==> src/rtl/jtl_pkg.sv <==
// Shared types, constants and helper functions for the JSON token lexer.
// Used by jtl_front, jtl_queue, jtl_back and json_token_lexer_core.
package jtl_pkg;

  localparam int PositionBits = 32;
  localparam int QueueDepth   = 4;
  localparam int QueueAw      = $clog2(QueueDepth);
  localparam int MaxResults   = 3;

  typedef enum logic [2:0] {
    ModeIdle,
    ModeNumber,
    ModeString,
    ModeWord,
    ModeHalt
  } mode_e;

  typedef enum logic [1:0] {
    KindText,
    KindToken,
    KindError
  } kind_e;

  typedef enum logic [3:0] {
    TokInt,
    TokFloat,
    TokString,
    TokTrue,
    TokFalse,
    TokNull,
    TokLbrace,
    TokRbrace,
    TokLbrack,
    TokRbrack,
    TokColon,
    TokComma,
    TokEnd
  } tok_e;

  typedef enum logic [1:0] {
    ErrNumber,
    ErrLineInString,
    ErrIdent,
    ErrIllegalChar
  } err_e;

  localparam logic [7:0] CharMinus  = 8'h2D;
  localparam logic [7:0] CharDot    = 8'h2E;
  localparam logic [7:0] CharQuote  = 8'h22;
  localparam logic [7:0] CharLf     = 8'h0A;
  localparam logic [7:0] CharCr     = 8'h0D;
  localparam logic [7:0] CharTab    = 8'h09;
  localparam logic [7:0] CharSpace  = 8'h20;
  localparam logic [7:0] CharZero   = 8'h30;
  localparam logic [7:0] CharNine   = 8'h39;
  localparam logic [7:0] CharLowA   = 8'h61;
  localparam logic [7:0] CharLowZ   = 8'h7A;
  localparam logic [7:0] CharLowT   = 8'h74;
  localparam logic [7:0] CharLowF   = 8'h66;
  localparam logic [7:0] CharLowN   = 8'h6E;
  localparam logic [7:0] CharLbrace = 8'h7B;
  localparam logic [7:0] CharRbrace = 8'h7D;
  localparam logic [7:0] CharLbrack = 8'h5B;
  localparam logic [7:0] CharRbrack = 8'h5D;
  localparam logic [7:0] CharColon  = 8'h3A;
  localparam logic [7:0] CharComma  = 8'h2C;

  // keyword spellings: true, false, null
  localparam logic [2:0][4:0][7:0] KwText = '{
    '{8'h00, 8'h6C, 8'h6C, 8'h75, 8'h6E},
    '{8'h65, 8'h73, 8'h6C, 8'h61, 8'h66},
    '{8'h00, 8'h65, 8'h75, 8'h72, 8'h74}
  };
  localparam logic [2:0][2:0] KwLen  = '{3'd4, 3'd5, 3'd4};
  localparam tok_e            KwType [3] = '{TokTrue, TokFalse, TokNull};

  typedef struct packed {
    kind_e       kind;
    tok_e        ttype;
    logic [7:0]  text;
    err_e        code;
    logic [31:0] pos;
  } res_t;

  typedef struct packed {
    logic [1:0]      count;
    res_t [2:0]      res;
  } bundle_t;

  typedef struct packed {
    logic full;
    logic empty;
  } q_status_t;

  function automatic res_t mk_res(kind_e kind, tok_e ttype, logic [7:0] text, err_e code,
                                  logic [31:0] pos);
    res_t r;
    r.kind  = kind;
    r.ttype = ttype;
    r.text  = text;
    r.code  = code;
    r.pos   = pos;
    return r;
  endfunction

  function automatic bundle_t push_res(bundle_t b, res_t r);
    bundle_t o;
    o = b;
    if (b.count != 2'd3) begin
      o.res[b.count] = r;
      o.count        = 2'(b.count + 2'd1);
    end
    return o;
  endfunction

  function automatic logic [7:0] kw_char(logic [1:0] k, logic [2:0] idx);
    logic [7:0] ch;
    ch = 8'h00;
    if (idx < 3'd5) begin
      ch = KwText[k][idx];
    end
    return ch;
  endfunction

  // returns {candidates, length}
  function automatic logic [5:0] word_take(logic [2:0] cand, logic [2:0] len, logic [7:0] ch);
    logic [2:0] nc;
    logic [2:0] nl;
    nc = cand;
    for (int k = 0; k < 3; k++) begin
      if (!(len < KwLen[k] && kw_char(2'(k), len) == ch)) begin
        nc[k] = 1'b0;
      end
    end
    nl = (len != 3'd7) ? 3'(len + 3'd1) : len;
    return {nc, nl};
  endfunction

  // returns {found, token type}
  function automatic logic [4:0] word_match(logic [2:0] cand, logic [2:0] len);
    logic       found;
    tok_e       t;
    found = 1'b0;
    t     = TokTrue;
    for (int k = 0; k < 3; k++) begin
      if (!found && cand[k] && len == KwLen[k]) begin
        found = 1'b1;
        t     = KwType[k];
      end
    end
    return {found, t};
  endfunction

endpackage

==> src/rtl/jtl_front.sv <==
// Front end: takes one character item per cycle while the queue is not full, runs the lexer
// state and bundles the up to three results into one queue entry. Depends on jtl_pkg.
module jtl_front #(
  parameter int POSITION_BITS = jtl_pkg::PositionBits
) (
  input  logic             clk_i,
  input  logic             rst_ni,
  input  logic             in_valid_i,
  output logic             in_ready_o,
  input  logic [7:0]       char_byte_i,
  input  logic             has_char_i,
  input  logic             doc_start_i,
  input  logic             doc_end_i,
  input  logic             q_full_i,
  output logic             push_o,
  output jtl_pkg::bundle_t push_data_o
);

  localparam int ExtBits = (POSITION_BITS > 33) ? POSITION_BITS : 33;

  jtl_pkg::mode_e           mode_q, mode_d;
  logic                     sfd_q, sfd_d;
  logic                     pwd_q, pwd_d;
  logic [2:0]               wlen_q, wlen_d;
  logic [2:0]               wcand_q, wcand_d;
  logic [POSITION_BITS-1:0] pos_q, pos_d;

  logic [POSITION_BITS-1:0] pos_base, pos_next, pos_end;
  logic [31:0]              cur32, end32;
  logic                     halted, accept;
  jtl_pkg::bundle_t         b;

  function automatic logic [31:0] sat32(logic [POSITION_BITS-1:0] v);
    logic [ExtBits-1:0] e;
    e = ExtBits'(v);
    return (|e[ExtBits-1:32]) ? 32'hFFFF_FFFF : e[31:0];
  endfunction

  assign accept    = in_valid_i && in_ready_o;
  assign in_ready_o = !q_full_i;
  assign pos_base  = doc_start_i ? '0 : pos_q;
  assign pos_next  = (pos_base != '1) ? POSITION_BITS'(pos_base + 1'b1) : pos_base;
  assign pos_end   = has_char_i ? pos_next : pos_base;
  assign cur32     = sat32(pos_base);
  assign end32     = sat32(pos_end);
  assign halted    = !doc_start_i && (mode_q == jtl_pkg::ModeHalt);

  always_ff @(posedge clk_i or negedge rst_ni) begin
    if (!rst_ni) begin
      mode_q  <= jtl_pkg::ModeIdle;
      sfd_q   <= 1'b0;
      pwd_q   <= 1'b0;
      wlen_q  <= 3'd0;
      wcand_q <= 3'b111;
      pos_q   <= '0;
    end else if (accept) begin
      mode_q  <= mode_d;
      sfd_q   <= sfd_d;
      pwd_q   <= pwd_d;
      wlen_q  <= wlen_d;
      wcand_q <= wcand_d;
      pos_q   <= pos_d;
    end
  end

  always_comb begin
    logic [7:0] c;
    logic       cont;
    logic       is_dig;
    logic       crowd;
    logic [5:0] wt;
    logic [4:0] wm;

    c       = char_byte_i;
    is_dig  = (c >= jtl_pkg::CharZero) && (c <= jtl_pkg::CharNine);
    cont    = 1'b0;
    crowd   = 1'b0;
    wt      = '0;
    wm      = '0;
    b       = '0;
    mode_d  = mode_q;
    sfd_d   = sfd_q;
    pwd_d   = pwd_q;
    wlen_d  = wlen_q;
    wcand_d = wcand_q;
    pos_d   = halted ? pos_q : pos_end;

    if (doc_start_i) begin
      mode_d  = jtl_pkg::ModeIdle;
      sfd_d   = 1'b0;
      pwd_d   = 1'b0;
      wlen_d  = 3'd0;
      wcand_d = 3'b111;
    end

    if (mode_d != jtl_pkg::ModeHalt) begin
      if (has_char_i) begin
        cont = 1'b1;
        case (mode_d)
          jtl_pkg::ModeNumber: begin
            if (is_dig) begin
              b     = jtl_pkg::push_res(b, jtl_pkg::mk_res(jtl_pkg::KindText, jtl_pkg::TokInt,
                                        c, jtl_pkg::ErrNumber, cur32));
              pwd_d = 1'b1;
              cont  = 1'b0;
            end else if (c == jtl_pkg::CharDot) begin
              cont = 1'b0;
              if (sfd_d || !pwd_d) begin
                b      = jtl_pkg::push_res(b, jtl_pkg::mk_res(jtl_pkg::KindError,
                                           jtl_pkg::TokInt, 8'h00, jtl_pkg::ErrNumber, cur32));
                mode_d = jtl_pkg::ModeHalt;
              end else begin
                sfd_d = 1'b1;
                pwd_d = 1'b0;
                b     = jtl_pkg::push_res(b, jtl_pkg::mk_res(jtl_pkg::KindText,
                                          jtl_pkg::TokInt, c, jtl_pkg::ErrNumber, cur32));
              end
            end else begin
              b      = jtl_pkg::push_res(b, jtl_pkg::mk_res(jtl_pkg::KindToken,
                                         sfd_d ? jtl_pkg::TokFloat : jtl_pkg::TokInt,
                                         8'h00, jtl_pkg::ErrNumber, cur32));
              mode_d = jtl_pkg::ModeIdle;
            end
          end
          jtl_pkg::ModeString: begin
            cont = 1'b0;
            if (c == jtl_pkg::CharQuote) begin
              b      = jtl_pkg::push_res(b, jtl_pkg::mk_res(jtl_pkg::KindToken,
                                         jtl_pkg::TokString, 8'h00, jtl_pkg::ErrNumber, cur32));
              mode_d = jtl_pkg::ModeIdle;
            end else if (c == jtl_pkg::CharLf || c == jtl_pkg::CharCr) begin
              b      = jtl_pkg::push_res(b, jtl_pkg::mk_res(jtl_pkg::KindError,
                                         jtl_pkg::TokInt, 8'h00, jtl_pkg::ErrLineInString,
                                         cur32));
              mode_d = jtl_pkg::ModeHalt;
            end else begin
              b = jtl_pkg::push_res(b, jtl_pkg::mk_res(jtl_pkg::KindText, jtl_pkg::TokString,
                                    c, jtl_pkg::ErrNumber, cur32));
            end
          end
          jtl_pkg::ModeWord: begin
            if (c >= jtl_pkg::CharLowA && c <= jtl_pkg::CharLowZ) begin
              wt      = jtl_pkg::word_take(wcand_d, wlen_d, c);
              wcand_d = wt[5:3];
              wlen_d  = wt[2:0];
              cont    = 1'b0;
            end else begin
              wm = jtl_pkg::word_match(wcand_d, wlen_d);
              if (wm[4]) begin
                b      = jtl_pkg::push_res(b, jtl_pkg::mk_res(jtl_pkg::KindToken,
                                           jtl_pkg::tok_e'(wm[3:0]), 8'h00,
                                           jtl_pkg::ErrNumber, cur32));
                mode_d = jtl_pkg::ModeIdle;
              end else begin
                b      = jtl_pkg::push_res(b, jtl_pkg::mk_res(jtl_pkg::KindError,
                                           jtl_pkg::TokInt, 8'h00, jtl_pkg::ErrIdent, cur32));
                mode_d = jtl_pkg::ModeHalt;
                cont   = 1'b0;
              end
            end
          end
          default: ;
        endcase

        if (cont) begin
          if (c == jtl_pkg::CharSpace || (c >= jtl_pkg::CharTab && c <= jtl_pkg::CharCr)) begin
            cont = 1'b0;
          end else if (is_dig || c == jtl_pkg::CharMinus) begin
            crowd  = doc_end_i && (b.count != 2'd0);
            mode_d = jtl_pkg::ModeNumber;
            sfd_d  = 1'b0;
            pwd_d  = is_dig;
            if (!crowd) begin
              b = jtl_pkg::push_res(b, jtl_pkg::mk_res(jtl_pkg::KindText, jtl_pkg::TokInt,
                                    c, jtl_pkg::ErrNumber, cur32));
            end
          end else begin
            case (c)
              jtl_pkg::CharQuote: mode_d = jtl_pkg::ModeString;
              jtl_pkg::CharLowT, jtl_pkg::CharLowF, jtl_pkg::CharLowN: begin
                mode_d  = jtl_pkg::ModeWord;
                wt      = jtl_pkg::word_take(3'b111, 3'd0, c);
                wcand_d = wt[5:3];
                wlen_d  = wt[2:0];
              end
              jtl_pkg::CharLbrace: b = jtl_pkg::push_res(b, jtl_pkg::mk_res(jtl_pkg::KindToken,
                                       jtl_pkg::TokLbrace, 8'h00, jtl_pkg::ErrNumber, cur32));
              jtl_pkg::CharRbrace: b = jtl_pkg::push_res(b, jtl_pkg::mk_res(jtl_pkg::KindToken,
                                       jtl_pkg::TokRbrace, 8'h00, jtl_pkg::ErrNumber, cur32));
              jtl_pkg::CharLbrack: b = jtl_pkg::push_res(b, jtl_pkg::mk_res(jtl_pkg::KindToken,
                                       jtl_pkg::TokLbrack, 8'h00, jtl_pkg::ErrNumber, cur32));
              jtl_pkg::CharRbrack: b = jtl_pkg::push_res(b, jtl_pkg::mk_res(jtl_pkg::KindToken,
                                       jtl_pkg::TokRbrack, 8'h00, jtl_pkg::ErrNumber, cur32));
              jtl_pkg::CharColon:  b = jtl_pkg::push_res(b, jtl_pkg::mk_res(jtl_pkg::KindToken,
                                       jtl_pkg::TokColon, 8'h00, jtl_pkg::ErrNumber, cur32));
              jtl_pkg::CharComma:  b = jtl_pkg::push_res(b, jtl_pkg::mk_res(jtl_pkg::KindToken,
                                       jtl_pkg::TokComma, 8'h00, jtl_pkg::ErrNumber, cur32));
              default: begin
                b      = jtl_pkg::push_res(b, jtl_pkg::mk_res(jtl_pkg::KindError,
                                           jtl_pkg::TokInt, 8'h00, jtl_pkg::ErrIllegalChar,
                                           cur32));
                mode_d = jtl_pkg::ModeHalt;
              end
            endcase
          end
        end
      end

      if (doc_end_i && mode_d != jtl_pkg::ModeHalt) begin
        case (mode_d)
          jtl_pkg::ModeNumber: begin
            b      = jtl_pkg::push_res(b, jtl_pkg::mk_res(jtl_pkg::KindToken,
                                       sfd_d ? jtl_pkg::TokFloat : jtl_pkg::TokInt,
                                       8'h00, jtl_pkg::ErrNumber, end32));
            mode_d = jtl_pkg::ModeIdle;
          end
          jtl_pkg::ModeString: begin
            b      = jtl_pkg::push_res(b, jtl_pkg::mk_res(jtl_pkg::KindError, jtl_pkg::TokInt,
                                       8'h00, jtl_pkg::ErrLineInString, end32));
            mode_d = jtl_pkg::ModeHalt;
          end
          jtl_pkg::ModeWord: begin
            wm = jtl_pkg::word_match(wcand_d, wlen_d);
            if (wm[4]) begin
              b      = jtl_pkg::push_res(b, jtl_pkg::mk_res(jtl_pkg::KindToken,
                                         jtl_pkg::tok_e'(wm[3:0]), 8'h00,
                                         jtl_pkg::ErrNumber, end32));
              mode_d = jtl_pkg::ModeIdle;
            end else begin
              b      = jtl_pkg::push_res(b, jtl_pkg::mk_res(jtl_pkg::KindError,
                                         jtl_pkg::TokInt, 8'h00, jtl_pkg::ErrIdent, end32));
              mode_d = jtl_pkg::ModeHalt;
            end
          end
          default: ;
        endcase
        if (mode_d != jtl_pkg::ModeHalt) begin
          b      = jtl_pkg::push_res(b, jtl_pkg::mk_res(jtl_pkg::KindToken, jtl_pkg::TokEnd,
                                     8'h00, jtl_pkg::ErrNumber, end32));
          mode_d = jtl_pkg::ModeIdle;
        end
      end
    end
  end

  assign push_o      = accept && (b.count != 2'd0);
  assign push_data_o = b;

endmodule

==> src/rtl/jtl_queue.sv <==
// Short bundle queue between the front end and the back end.
// Depends on jtl_pkg for the bundle type and depth.
module jtl_queue (
  input  logic                clk_i,
  input  logic                rst_ni,
  input  logic                push_i,
  input  jtl_pkg::bundle_t    push_data_i,
  input  logic                pop_i,
  output jtl_pkg::bundle_t    head_o,
  output jtl_pkg::q_status_t  status_o
);

  jtl_pkg::bundle_t               mem_q [jtl_pkg::QueueDepth];
  logic [jtl_pkg::QueueAw-1:0]    wptr_q, rptr_q;
  logic [jtl_pkg::QueueAw:0]      cnt_q, cnt_d;
  logic                           do_push, do_pop;

  assign status_o.full  = (cnt_q == (jtl_pkg::QueueAw + 1)'(jtl_pkg::QueueDepth));
  assign status_o.empty = (cnt_q == '0);
  assign do_push        = push_i && !status_o.full;
  assign do_pop         = pop_i && !status_o.empty;
  assign head_o         = mem_q[rptr_q];

  always_comb begin
    cnt_d = cnt_q;
    if (do_push && !do_pop) begin
      cnt_d = (jtl_pkg::QueueAw + 1)'(cnt_q + 1'b1);
    end else if (do_pop && !do_push) begin
      cnt_d = (jtl_pkg::QueueAw + 1)'(cnt_q - 1'b1);
    end
  end

  always_ff @(posedge clk_i or negedge rst_ni) begin
    if (!rst_ni) begin
      wptr_q <= '0;
      rptr_q <= '0;
      cnt_q  <= '0;
    end else begin
      cnt_q <= cnt_d;
      if (do_push) begin
        wptr_q <= jtl_pkg::QueueAw'(wptr_q + 1'b1);
      end
      if (do_pop) begin
        rptr_q <= jtl_pkg::QueueAw'(rptr_q + 1'b1);
      end
    end
  end

  always_ff @(posedge clk_i) begin
    if (do_push) begin
      mem_q[wptr_q] <= push_data_i;
    end
  end

endmodule

==> src/rtl/jtl_back.sv <==
// Back end: walks the results of the head bundle one per transfer and
// marks the last one of each item. Depends on jtl_pkg.
module jtl_back (
  input  logic             clk_i,
  input  logic             rst_ni,
  input  jtl_pkg::bundle_t head_i,
  input  logic             empty_i,
  output logic             pop_o,
  output logic             out_valid_o,
  input  logic             out_ready_i,
  output jtl_pkg::res_t    out_res_o,
  output logic             out_last_o
);

  logic [1:0] idx_q, idx_d;
  logic       xfer;

  assign out_valid_o = !empty_i;
  assign out_res_o   = head_i.res[idx_q];
  assign out_last_o  = (idx_q == 2'(head_i.count - 2'd1));
  assign xfer        = out_valid_o && out_ready_i;
  assign pop_o       = xfer && out_last_o;

  always_comb begin
    idx_d = idx_q;
    if (xfer) begin
      idx_d = out_last_o ? 2'd0 : 2'(idx_q + 2'd1);
    end
  end

  always_ff @(posedge clk_i or negedge rst_ni) begin
    if (!rst_ni) begin
      idx_q <= 2'd0;
    end else begin
      idx_q <= idx_d;
    end
  end

endmodule

==> src/rtl/json_token_lexer_core.sv <==
// JSON token lexer top level: front end, bundle queue, back end.
// The results of an accepted character are registered in the bundle queue before they reach the output.
// Throughput: one character per cycle while the queue is not full; results leave at one
// per cycle while the output is ready, through the single result port.
// Reset (rst_ni low, asynchronous): lexer idle, position zero, queue empty.
// Depends on jtl_pkg, jtl_front, jtl_queue, jtl_back.
module json_token_lexer_core #(
  parameter int POSITION_BITS = jtl_pkg::PositionBits
) (
  input  logic        clk_i,
  input  logic        rst_ni,
  input  logic        s_axis_tvalid_i,
  output logic        s_axis_tready_o,
  input  logic [7:0]  s_axis_tdata_i,   // [7:0] char_byte
  input  logic [1:0]  s_axis_tuser_i,   // [0] has_char, [1] doc_start
  input  logic        s_axis_tlast_i,
  output logic        m_axis_tvalid_o,
  input  logic        m_axis_tready_i,
  output logic [47:0] m_axis_tdata_o,   // [3:0] token_type, [11:4] text_byte,
                                        // [13:12] error_code, [45:14] token_position
  output logic [1:0]  m_axis_tuser_o,   // [1:0] item_kind
  output logic        m_axis_tlast_o
);

  logic               push, pop;
  jtl_pkg::bundle_t   push_data, head;
  jtl_pkg::q_status_t q_stat;
  jtl_pkg::res_t      res;

  jtl_front #(
    .POSITION_BITS(POSITION_BITS)
  ) u_front (
    .clk_i       (clk_i),
    .rst_ni      (rst_ni),
    .in_valid_i  (s_axis_tvalid_i),
    .in_ready_o  (s_axis_tready_o),
    .char_byte_i (s_axis_tdata_i),
    .has_char_i  (s_axis_tuser_i[0]),
    .doc_start_i (s_axis_tuser_i[1]),
    .doc_end_i   (s_axis_tlast_i),
    .q_full_i    (q_stat.full),
    .push_o      (push),
    .push_data_o (push_data)
  );

  jtl_queue u_queue (
    .clk_i       (clk_i),
    .rst_ni      (rst_ni),
    .push_i      (push),
    .push_data_i (push_data),
    .pop_i       (pop),
    .head_o      (head),
    .status_o    (q_stat)
  );

  jtl_back u_back (
    .clk_i       (clk_i),
    .rst_ni      (rst_ni),
    .head_i      (head),
    .empty_i     (q_stat.empty),
    .pop_o       (pop),
    .out_valid_o (m_axis_tvalid_o),
    .out_ready_i (m_axis_tready_i),
    .out_res_o   (res),
    .out_last_o  (m_axis_tlast_o)
  );

  assign m_axis_tdata_o = {2'b00, res.pos, res.code, res.text, res.ttype};
  assign m_axis_tuser_o = res.kind;

  a_no_overflow: assert property (@(posedge clk_i) disable iff (!rst_ni)
    !(push && q_stat.full))
    else $error("bundle pushed into a full queue");

  a_push_nonempty: assert property (@(posedge clk_i) disable iff (!rst_ni)
    push |-> (push_data.count != 2'd0))
    else $error("empty bundle pushed");

  a_valid_tracks_queue: assert property (@(posedge clk_i) disable iff (!rst_ni)
    m_axis_tvalid_o == !q_stat.empty)
    else $error("output valid out of step with queue");

  a_pop_on_last: assert property (@(posedge clk_i) disable iff (!rst_ni)
    pop |-> (m_axis_tlast_o && m_axis_tvalid_o && m_axis_tready_i))
    else $error("queue popped before last result");

endmodule

==> config.mk <==
export PLATFORM = sky130hd
export DESIGN_NAME = json_token_lexer_core
export DESIGN_NICKNAME = d
export VERILOG_FILES = /design/src/rtl/jtl_pkg.sv /design/src/rtl/jtl_front.sv /design/src/rtl/jtl_queue.sv /design/src/rtl/jtl_back.sv /design/src/rtl/json_token_lexer_core.sv
export SDC_FILE = /design/constraint.sdc
export NUM_CORES = 1
export LEC_CHECK = 0
export BUFFER_PORTS_ARGS = -buffer_cell sky130_fd_sc_hd__buf_2
export CORE_MARGIN = 8
export CORE_UTILIZATION = 45
export DETAILED_ROUTE_END_ITERATION = 8
export MAX_ROUTING_LAYER = met4
export SETUP_SLACK_MARGIN = 0.3
export SYNTH_ARGS = -nofsm -noshare
export SYNTH_HDL_FRONTEND = slang
export SYNTH_SLANG_ARGS = --single-unit
==> constraint.sdc <==
create_clock -name clk_i -period 14.65 [get_ports clk_i]
set_clock_uncertainty 0.05 [all_clocks]
set_input_delay 0.7325 -clock clk_i [delete_from_list [all_inputs] [get_ports clk_i]]
set_output_delay 0.7325 -clock clk_i [all_outputs]
set_load 0.02 [all_outputs]
==> results of run 1 <==
## state kept, by name, indices dropped and copies added (netlist names)
| name | count |
|---|---|
| u_queue.rptr_q | 2 |
| u_front.pwd_q | 1 |
| u_front.mode_q | 3 |
| u_front.sfd_q | 1 |
| u_queue.cnt_q | 3 |
| u_back.idx_q | 2 |
| u_queue.wptr_q | 2 |
| u_front.wlen_q | 3 |
| u_queue.mem_q | 552 |
| u_front.pos_q | 32 |
| u_front.wcand_q | 3 |
## power groups by stage
stage | registers (W) | clock network (W) | logic (W)
finish | 0.00221 | 0.00150 | 0.00147
global route | 0.00223 | 0.00160 | 0.00159
CTS | 0.00221 | 0.00153 | 0.00152
detailed placement | 0.00225 | 0 | 0.00151
global placement | 0.00224 | 0 | 0.00151
floorplan | 0.00215 | 0 | 0.00110
## area by class of cell
class                   count  area, sq um  area share [%]
diodes                      2        5.005         0.01630
clock buffers              71         1543           5.024
clock inverters            39        386.6           1.259
inverters                  17        63.81          0.2078
multi-input cells        1169         9256           30.14
flip-flops and latches    604        17890           58.27
well taps                 782        978.4           3.186
repair buffers             99        580.6           1.891
## synth_stat cells, drive strengths merged (5+ instances only)
cell type,count,area [sq um]
and4,5,46.29
xnor2,26,227.7
a32oi,9,78.83
ha,12,150.1
xor2,21,183.9
nand4,15,93.84
a22oi,22,165.2
nor2,163,611.8
nand2,165,621.9
a211oi,6,67.56
clkbuf,74,277.8
o211ai,6,45.04
inv,16,60.05
a311oi,5,61.31
and2,25,156.4
mux2,5,56.30
nand3,33,165.2
nor2b,34,212.7
nand2b,10,70.06
nor4,5,31.28
a31oi,21,137.6
o22ai,11,68.82
mux4,138,3108
nor3,37,185.2
o21a,9,67.56
or2,15,93.84
o21ai,124,639.4
dfrtp,49,1226
buf,43,219.0
a21oi,68,347.8
edfxtp,552,16580
and3,15,93.84
mux2i,53,530.5
o31ai,10,88.83
or3,6,37.54
## routing by layer
metal / part of all wire (%) / wire length (um) / GRT usage [%]
met5: 0 / 0 / -
met1: 41 / 28110 / 24.48
met2: 52 / 35760 / 34.96
met3: 4.2 / 2882 / 2.657
met4: 3.4 / 2377 / 7.040
## path summary, 6_finish.rpt
path	end	from	slack, ns	cells after the start
max reg2reg	u_queue.mem_q[0][23]$_DFFE_PP_	u_front.wlen_q[0]$_DFFE_PN0P_	8.00	17
max in group asynchronous	u_queue.rptr_q[0]$_DFFE_PN0P_	rst_ni	13.68	2
min in group clk_i	u_queue.rptr_q[0]$_DFFE_PN0P_	m_axis_tready_i	0.41	3
max	u_queue.mem_q[0][23]$_DFFE_PP_	u_front.wlen_q[0]$_DFFE_PN0P_	8.00	17
min reg2reg	u_queue.cnt_q[2]$_DFFE_PN0P_	u_queue.cnt_q[2]$_DFFE_PN0P_	0.43	1
min	u_front.pos_q[1]$_DFFE_PN0P_	rst_ni	0.25	2
## cells by family after synthesis
| kind of cell | count (synthesis) | synth area share [%] |
|---|---|---|
| adder cells (fa/ha/maj) | 13 | 0.6178 |
| other | 1 | 0.01362 |
| multiplexers | 196 | 13.41 |
| AND/OR/NAND/NOR | 552 | 9.758 |
| AO/OA/AOI/OAI | 331 | 7.746 |
| flip-flops | 604 | 64.92 |
| buffers and inverters | 134 | 2.035 |
| XOR/XNOR | 47 | 1.495 |
## worst max-delay path: cells and delay by family (launching register included)
kind / cells / cell delay, ns
buffers and inverters: 4 / 2.06
DFF: 1 / 0.44
AOI/OAI and AO/OA: 7 / 1.54
and+or+nand+nor: 5 / 1.77
adders and majority gates: 1 / 0.28
## per-stage QoR
step / power, W / area (sq um) / instances / setup WS [ns] / hold WS [ns]
3_5_place_dp: 0.003763 / 28770 / 2671 / 7.313 / 0.4249
4_1_cts: 0.005262 / 30700 / 2781 / 7.927 / 0.2506
2_1_floorplan: 0.003257 / 27650 / 1907 / 7.335 / 0.3869
5_1_grt: 0.005422 / 30710 / 2783 / 7.418 / 0.2689
3_3_place_gp: 0.003749 / 28770 / 2671 / 7.371 / 0.4232
6_report: 0.005177 / 30710 / 2783 / 8.004 / 0.2460
==> reports/qor.yml, run 1 <==
crit_chain: "nand2b_1, inv_1, ha_1, nand2_1, o31ai_1, nor4b_4, o21ai_2, o31ai_1, and2_1, a311oi_2, buf_4, a21oi_1, o211ai_1, o2bb2ai_2, and2_4, buf_4, buf_4"
p_comb_share_pct: 28.5
io_buffers: 65
area_growth_pct: 11.49
path_max_fanout: 63
grt_pass1_vias: 17090
drive_gt1_share_pct: 19.21
rsz0062_at_grt: "no"
synth-seq-area-share_pct: 64.92
start_util_pct: 45.55
ys_types: 92
min_path_type: "input pin to asynchronous set/reset pin"
avgSynthCellArea_sq_um: 14.67
sw_frac_of_total_pct: 32.08
gp_congestion: 0.9251
drc: 0
p_sw_w: 0.001661
core_area_sq_um: 60470
worstMarginPinSlew_ns: 1.056
fin_nets: 1979
wire_per_inst_um: 24.84
grt_start_max_net_pins: 75
drt-initial-drc-count: 1262
status: "finished, final reports clean"
cp-start-kind: "register"
fin_util_pct: 50.78
die_w_um: 263.4
max_slew_margin_pct: 29.61
ant_nets: 0
io_pins: 68
netlist_area_sq_um: 27540
cts_root_buf: "clkbuf_16"
hpwl_mm: 43.31
power_leakage_nw: 10.37
worst_ep_required_time_ns: 14.84
pwr_density_cell_nw_per_um2: 168.6
route.vias.total: 16480
yosys_warnings: 0
drv_slew: 0
track_usage_pct: 20.25
cp-end-kind: "register"
ctsResizeCount: 0
internal_power_w: 0.003516
row_count: 90
cts.path.max_buffers: 3
antenna_found_initial: 2
crit_arrival_ns: 6.84
setup-violations-final: 0
async_flop_share_pct: 8.609
fillers: 5093
period_share_pct: 45.37
path_clk_slew_ns: 0.06
cts_tree: "done"
synth_edf_count: 552
max_freq_mhz: 150.5
ys_seq_elements: 604
critPathKind: "register to register"
first_pass_iters: 6
die_h_um: 263.4
mostFrequentLayoutCell: "edfxtp_1"
setup_tns_ns: 0
grt_pass1_wl_mm: 105.7
synth-main-ff-cell: "edfxtp_1"
overflow: 0
ir_worst_vdd_uv: 105.5
holdBufCountCts: 0
syn-instance-count: 1878
routed_via_density: 5.922
cap_violations: 0
dieArea_sq_um: 69380
mostFrequentLayoutCells: "edfxtp_1, nand2_1, nor2_1"
cts.sinks: 604
p_seq_share_pct: 42.6
cts_buffers: 60
final_hold_viol_count: 0
clkPwrFrac_pct: 28.9
drt_wl_total_mm: 69.13
cpPeakStageDelay_ns: 0.83
final.min_clock_period_ns: 6.646
post_cts_buffers: 0
worstSkewPairLatency_ns: 0.63
path_common_cell: "buf_4"
cp_slowest_cell: "buf_4"
ctsHtreeMaxLevel: 2
Power figures use the tool's default switching activity.
==> inputs of run 2 (changes only) <==
==> constraint.sdc (replaced) <==
create_clock -name clk_i -period 5.3 [get_ports clk_i]
set_clock_uncertainty 0.05 [all_clocks]
set_input_delay 0.265 -clock clk_i [delete_from_list [all_inputs] [get_ports clk_i]]
set_output_delay 0.265 -clock clk_i [all_outputs]
set_load 0.02 [all_outputs]
==> run 2 against run 1 <==
Design area up 1.7%; total power grew to 2.8 times the previous value; register-to-register slack got worse by 7.3 ns; non-clock buffer count grew 36; critical path depth up 3; routed wire length shrank 2.7%; critical endpoint is now u_queue.cnt_q[2]$_DFFE_PN0P_; highest routed layer unchanged.
==> reports/qor.yml, run 2 (synthesized netlist as in run 1, its figures left out) <==
grt_pass1_wl_mm: 104.5
max_slew_margin_pct: 32.25
path_clk_slew_ns: 0.07
cts_root_buf: "clkbuf_16"
grt_start_max_net_pins: 73
cp-start-kind: "register"
wire_per_inst_um: 23.79
hpwl_mm: 42.19
fin_util_pct: 51.62
top_regs: "u_queue.mem_q (552), u_front.pos_q (32)"
final_hold_viol_count: 0
fillers: 4955
grt_pass1_vias: 17550
pwr_density_cell_nw_per_um2: 462.3
ant_nets: 0
cts_buffers: 66
ctsHtreeMaxLevel: 3
area_growth_pct: 13.34
whs_path_depth: 4
io_buffers: 65
setup-violations-final: 0
status: "finished, final reports clean"
gp_congestion: 0.9400
drt-initial-drc-count: 1389
start_util_pct: 45.55
total_power_w: 0.01443
largest_reg_flops: 552
power_leakage_nw: 10.63
period_share_pct: 86.59
mostFrequentLayoutCell: "edfxtp_1"
core_area_sq_um: 60470
dieArea_sq_um: 69380
path_max_fanout: 7
crit_arrival_ns: 5.07
top_register: "u_queue.mem_q"
route.vias.total: 16710
pre_cts_ws_ns: 0.3217
overflow: 0
die_w_um: 263.4
cp-end-kind: "register"
final.min_clock_period_ns: 4.589
cts.sinks: 604
critPathKind: "register to register"
drive_gt1_share_pct: 20.55
drv_slew: 0
reg2reg_depth: 20
cts.path.max_buffers: 3
io_pins: 68
rsz0062_at_grt: "no"
worstSkewPairLatency_ns: 0.61
mostFrequentLayoutCells: "edfxtp_1, nand2_1, nor2_1"
drt_wl_total_mm: 67.25
cts_tree: "done"
routed_via_density: 5.912
fin_ws_ns: 0.7105
row_count: 90
min_path_type: "input pin to register"
worstMarginPinSlew_ns: 1.016
fin_nets: 2021
ir_worst_vdd_uv: 258.5
max_freq_mhz: 217.9
die_h_um: 263.4
drc: 0
hold_ws_ns: 0.1820
track_usage_pct: 19.88
worst_ep_required_time_ns: 5.78
setup_tns_ns: 0
first_pass_iters: 5
cap_violations: 0
antenna_found_initial: 1
-- run 2: cell count changes in the layout (fill, tap and decap cells not counted), sizes merged, moves of 4 or more --
cell,change
buf,+33
bufinv,-4
inv,+4
clkbuf,+15
-- run 2: per-stage QoR --
| stage | area (sq um) | std cells |
|---|---|---|
| 2_1_floorplan | 27660 | 1907 |
| 3_3_place_gp | 29120 | 2700 |
| 3_5_place_dp | 29120 | 2700 |
| 4_1_cts | 31170 | 2822 |
| 5_1_grt | 31220 | 2827 |
| 6_report | 31220 | 2827 |
-- run 2: cell type report --
class	instances	area (sq um)	area share (%)
Antenna cell	1	2.502	0.008016
Clock buffer	86	1779	5.700
Clock inverter	33	244.0	0.7816
Inverter	17	63.81	0.2044
Multi-Input combinational cell	1169	9271	29.70
Sequential cell	604	17890	57.32
Tap cell	782	978.4	3.134
Timing Repair Buffer	135	983.4	3.150
-- run 2: what timing repair did --
| action | CTS | global route |
|---|---|---|
| hold endpoints to repair | 54 | 0 |
| endpoints found under the setup margin | 0 | 242 |
| buffers inserted | 0 | 4 |
| hold buffers | 3 | 0 |
| gates resized for setup | 0 | 3 |
-- run 2: routing by layer --
metal	vias up	part of all wire (%)	global-route usage (%)
met4	0	3.2	7.250
met5	-	0	-
met3	130	5.1	3.300
met2	489	50	33.14
li1	7530	-	-
met1	8563	42	24.47
-- run 2: power by group --
part	total, W	switching, W	internal (W)
logic	0.00404	0.00234	0.00170
clock network	0.00431	0.00183	0.00248
registers	0.00608	0.000381	0.00570
-- run 2: worst paths after layout --
kind / startpoint / endpoint / slack (ns)
worst max-delay path: u_front.wlen_q[0]$_DFFE_PN0P_ / u_queue.cnt_q[2]$_DFFE_PN0P_ / 0.71
worst min-delay path: s_axis_tuser_i[1] / u_front.wlen_q[1]$_DFFE_PN0P_ / 0.18
worst max register to register: u_front.wlen_q[0]$_DFFE_PN0P_ / u_queue.cnt_q[2]$_DFFE_PN0P_ / 0.71
worst min register to register: u_front.pos_q[5]$_DFFE_PN0P_ / u_front.pos_q[5]$_DFFE_PN0P_ / 0.48
max in group asynchronous: rst_ni / u_back.idx_q[0]$_DFFE_PN0P_ / 4.30
min in group asynchronous: rst_ni / u_front.wlen_q[0]$_DFFE_PN0P_ / 0.30
-- run 2: worst max-delay path: stages, from the launching register on --
cell and delay, ns:
dfrtp_1 0.43, nand2b_2 0.15, inv_1 0.13, ha_1 0.27
nand2_1 0.13, o31ai_1 0.10, nor4b_4 0.14, buf_4 0.18
or2_2 0.34, a211oi_2 0.22, nor2_1 0.15, a311oi_4 0.43
a211o_1 0.22, o211ai_1 0.16, o2bb2ai_4 0.26, ha_1 0.24
inv_1 0.06, fa_1 0.37, xor2_1 0.17, nor2_1 0.12
xor2_1 0.17
==> inputs of run 3 (changes only) <==
--- a/config.mk
+++ b/config.mk
@@ -13,4 +13,5 @@
 export SETUP_SLACK_MARGIN = 0.3
 export SYNTH_ARGS = -nofsm -noshare
 export SYNTH_HDL_FRONTEND = slang
+export SYNTH_HIERARCHICAL = 1
 export SYNTH_SLANG_ARGS = --single-unit
==> constraint.sdc (replaced) <==
create_clock -name clk_i -period 5.3 [get_ports clk_i]
set_clock_uncertainty 0.05 [all_clocks]
set_input_delay 1.06 -clock clk_i [delete_from_list [all_inputs] [get_ports clk_i]]
set_output_delay 1.06 -clock clk_i [all_outputs]
set_load 0.02 [all_outputs]
==> run 3 against run 2 <==
Total power rose by 5.0%; worst hold slack better by 0.24 ns; design area grew 4.8%; die area grew 4.7%; register-to-register slack improved by 0.12 ns; utilization fell by 0.49 points; via count up 1.7%; sequential cell count up 32; largest power group unchanged.
==> reports/qor.yml, run 3 <==
status: "finished, final reports clean"
io_buffers: 65
routed_via_density: 5.843
io_pins: 68
drv_slew: 0
cts.path.max_buffers: 3
post_cts_buffers: 0
cts_root_buf: "clkbuf_16"
dieArea_sq_um: 72630
first_pass_iters: 5
route.vias.total: 17000
synthTopCellsByCount: "edfxtp_1, nand2_1, mux4_2"
worst_ep_required_time_ns: 5.53
synth_top_family_by_area: "multiplexers"
top_regs: "u_queue/mem_q (584), u_front/pos_q (32)"
netlist_area_sq_um: 28920
cts.sinks: 636
path_max_fanout: 26
hpwl_mm: 45.18
start_util_pct: 45.19
rsz0062_at_grt: "no"
row_count: 93
grt_pass1_vias: 17550
crit_chain: "buf_2, or3b_2, a211oi_2, o2bb2ai_1, o22a_1, a21oi_2, a311oi_4, nand2_2, a21oi_1, nor2b_1, and2_4, buf_12"
synth.largest_area_cell: "edfxtp_1"
syn-instance-count: 1902
die_w_um: 269.5
drive_gt1_share_pct: 22.84
ctsResizeCount: 0
mostFrequentLayoutCells: "edfxtp_1, nand2_1, mux4_2"
ys_seq_elements: 636
power_leakage_nw: 10.97
drt-initial-drc-count: 1471
drc: 0
dpl.cell_count: 2789
fin_nets: 2030
mostFrequentLayoutCell: "edfxtp_1"
overflow: 0
grt_start_max_net_pins: 59
yosysMostFrequentCell: "edfxtp_1"
track_usage_pct: 19.64
cp_slowest_cell: "and2_4"
critPathKind: "input pin to register"
ctsHtreeMaxLevel: 3
ant_nets: 0
holdBufCountCts: 0
final_hold_viol_count: 0
final_cells: 2909
synthTopCellsByArea: "edfxtp_1, mux4_2, dfrtp_1"
fillers: 5358
max_freq_mhz: 216.7
synth_edf_count: 584
cp-start-kind: "input pin"
ys_types: 103
gp_congestion: 0.8693
synthAdderAreaFrac_pct: 0.5884
crit_arrival_ns: 4.85
crit_family: "simple AND/OR/NAND/NOR gates"
min_path_type: "input pin to asynchronous set/reset pin"
synthXorXnorAreaFrac_pct: 1.575
wire_per_inst_um: 24.21
cap_violations: 0
cts_buffers: 66
setup-violations-final: 0
worstMarginPinSlew_ns: 0.9710
worstSkewPairLatency_ns: 0.60
cts_tree: "done"
ir_worst_vdd_uv: 254.7
total_power_w: 0.01515
top_register: "u_queue/mem_q"
max_slew_margin_pct: 35.03
pwr_density_cell_nw_per_um2: 463.0
worst-path-buf-inv: 2
area_growth_pct: 13.15
async_flop_share_pct: 8.176
synth.mux.area_fraction_pct: 13.25
largest_reg_flops: 584
cp-end-kind: "register"
synth-seq-area-share_pct: 65.15
grt_pass1_wl_mm: 107.7
final.min_clock_period_ns: 4.614
cp.depth: 12
avgSynthCellArea_sq_um: 15.20
die_h_um: 269.5
path_clk_slew_ns: 0.06
reg2reg_depth: 15
synth-main-ff-cell: "edfxtp_1"
synth-simple-area-share_pct: 8.973
yosys_warnings: 6
synth_top_area_share_pct: 60.64
antenna_found_initial: 2
synth_compound_area_share_pct: 7.290
core_area_sq_um: 64000
period_share_pct: 87.06
drt_wl_total_mm: 70.42
cpPeakStageDelay_ns: 0.60
-- run 3: area by class of cell --
cell class	count	area [sq um]	area share, %
Antenna cell	1	2.502	0.007647
Clock buffer	87	1834	5.605
Clock inverter	32	269.0	0.8221
Inverter	31	116.4	0.3556
Multi-Input combinational cell	1119	9303	28.43
Sequential cell	636	18850	57.62
Tap cell	855	1070	3.269
Timing Repair Buffer	148	1274	3.892
-- run 3: worst reg2reg max path: cells and delay by family (launching register included) --
kind,cells,cell delay (ns)
AOI/OAI and AO/OA,8,1.67
adders and majority gates,1,0.17
buffers and inverters,2,0.48
DFF,1,0.50
and+or+nand+nor,4,1.27
-- run 3: kinds of logic (layout without fill, tap and decap cells) --
logic type | Yosys count | after routing
XOR/XNOR | 52 | 52
adder cells (fa/ha/maj) | 13 | 13
AO/OA/AOI/OAI | 317 | 317
AND/OR/NAND/NOR | 520 | 520
buffers and inverters | 162 | 298
other | 2 | 18
multiplexers | 200 | 200
flip-flops | 636 | 636
-- run 3: layer usage --
layer / track usage [%] / wire length (um)
met5: - / 0
met4: 5.552 / 1506
met3: 3.284 / 4109
met2: 31.33 / 33880
met1: 26.08 / 30920
-- run 3: final timing paths --
path                                          startpoint                               to  slack (ns)
setup reg to reg           u_front/wlen_q[0]$_DFFE_PN0P_  u_queue/mem_q[0][123]$_DFFE_PP_        0.83
setup / recovery                       s_axis_tdata_i[2]  u_queue/mem_q[0][123]$_DFFE_PP_        0.69
min in group clk_i          u_front/pos_q[1]$_DFFE_PN0P_     u_front/pos_q[1]$_DFFE_PN0P_        0.43
hold reg to reg             u_front/pos_q[1]$_DFFE_PN0P_     u_front/pos_q[1]$_DFFE_PN0P_        0.43
max in group asynchronous                         rst_ni      u_back/idx_q[0]$_DFFE_PN0P_        3.75
hold / removal                                    rst_ni    u_front/wlen_q[2]$_DFFE_PN0P_        0.43
-- run 3: where the power goes --
part | total, W | switching (W) | internal [W]
registers | 0.00620 | 0.000315 | 0.00588
logic | 0.00445 | 0.00254 | 0.00191
clock network | 0.00451 | 0.00187 | 0.00264
total | 0.0151 | 0.00472 | 0.0104
-- run 3: stage by stage --
stage / TNS [ns] / hold slack [ns] / setup WS, ns / cell area [sq um] / utilization [%]
after floorplan: -17.92 / 0.3922 / -0.03069 / 29060 / -
after global placement: 0 / 0.4077 / 0.2113 / 30620 / 47.84
after detailed placement: 0 / 0.4178 / 0.08555 / 30620 / 47.84
after CTS: 0 / 0.4083 / 0.6934 / 32720 / 51.13
after global routing: 0 / 0.4490 / 0.4293 / 32720 / 51.13
final: 0 / 0.4267 / 0.6857 / 32720 / 51.13
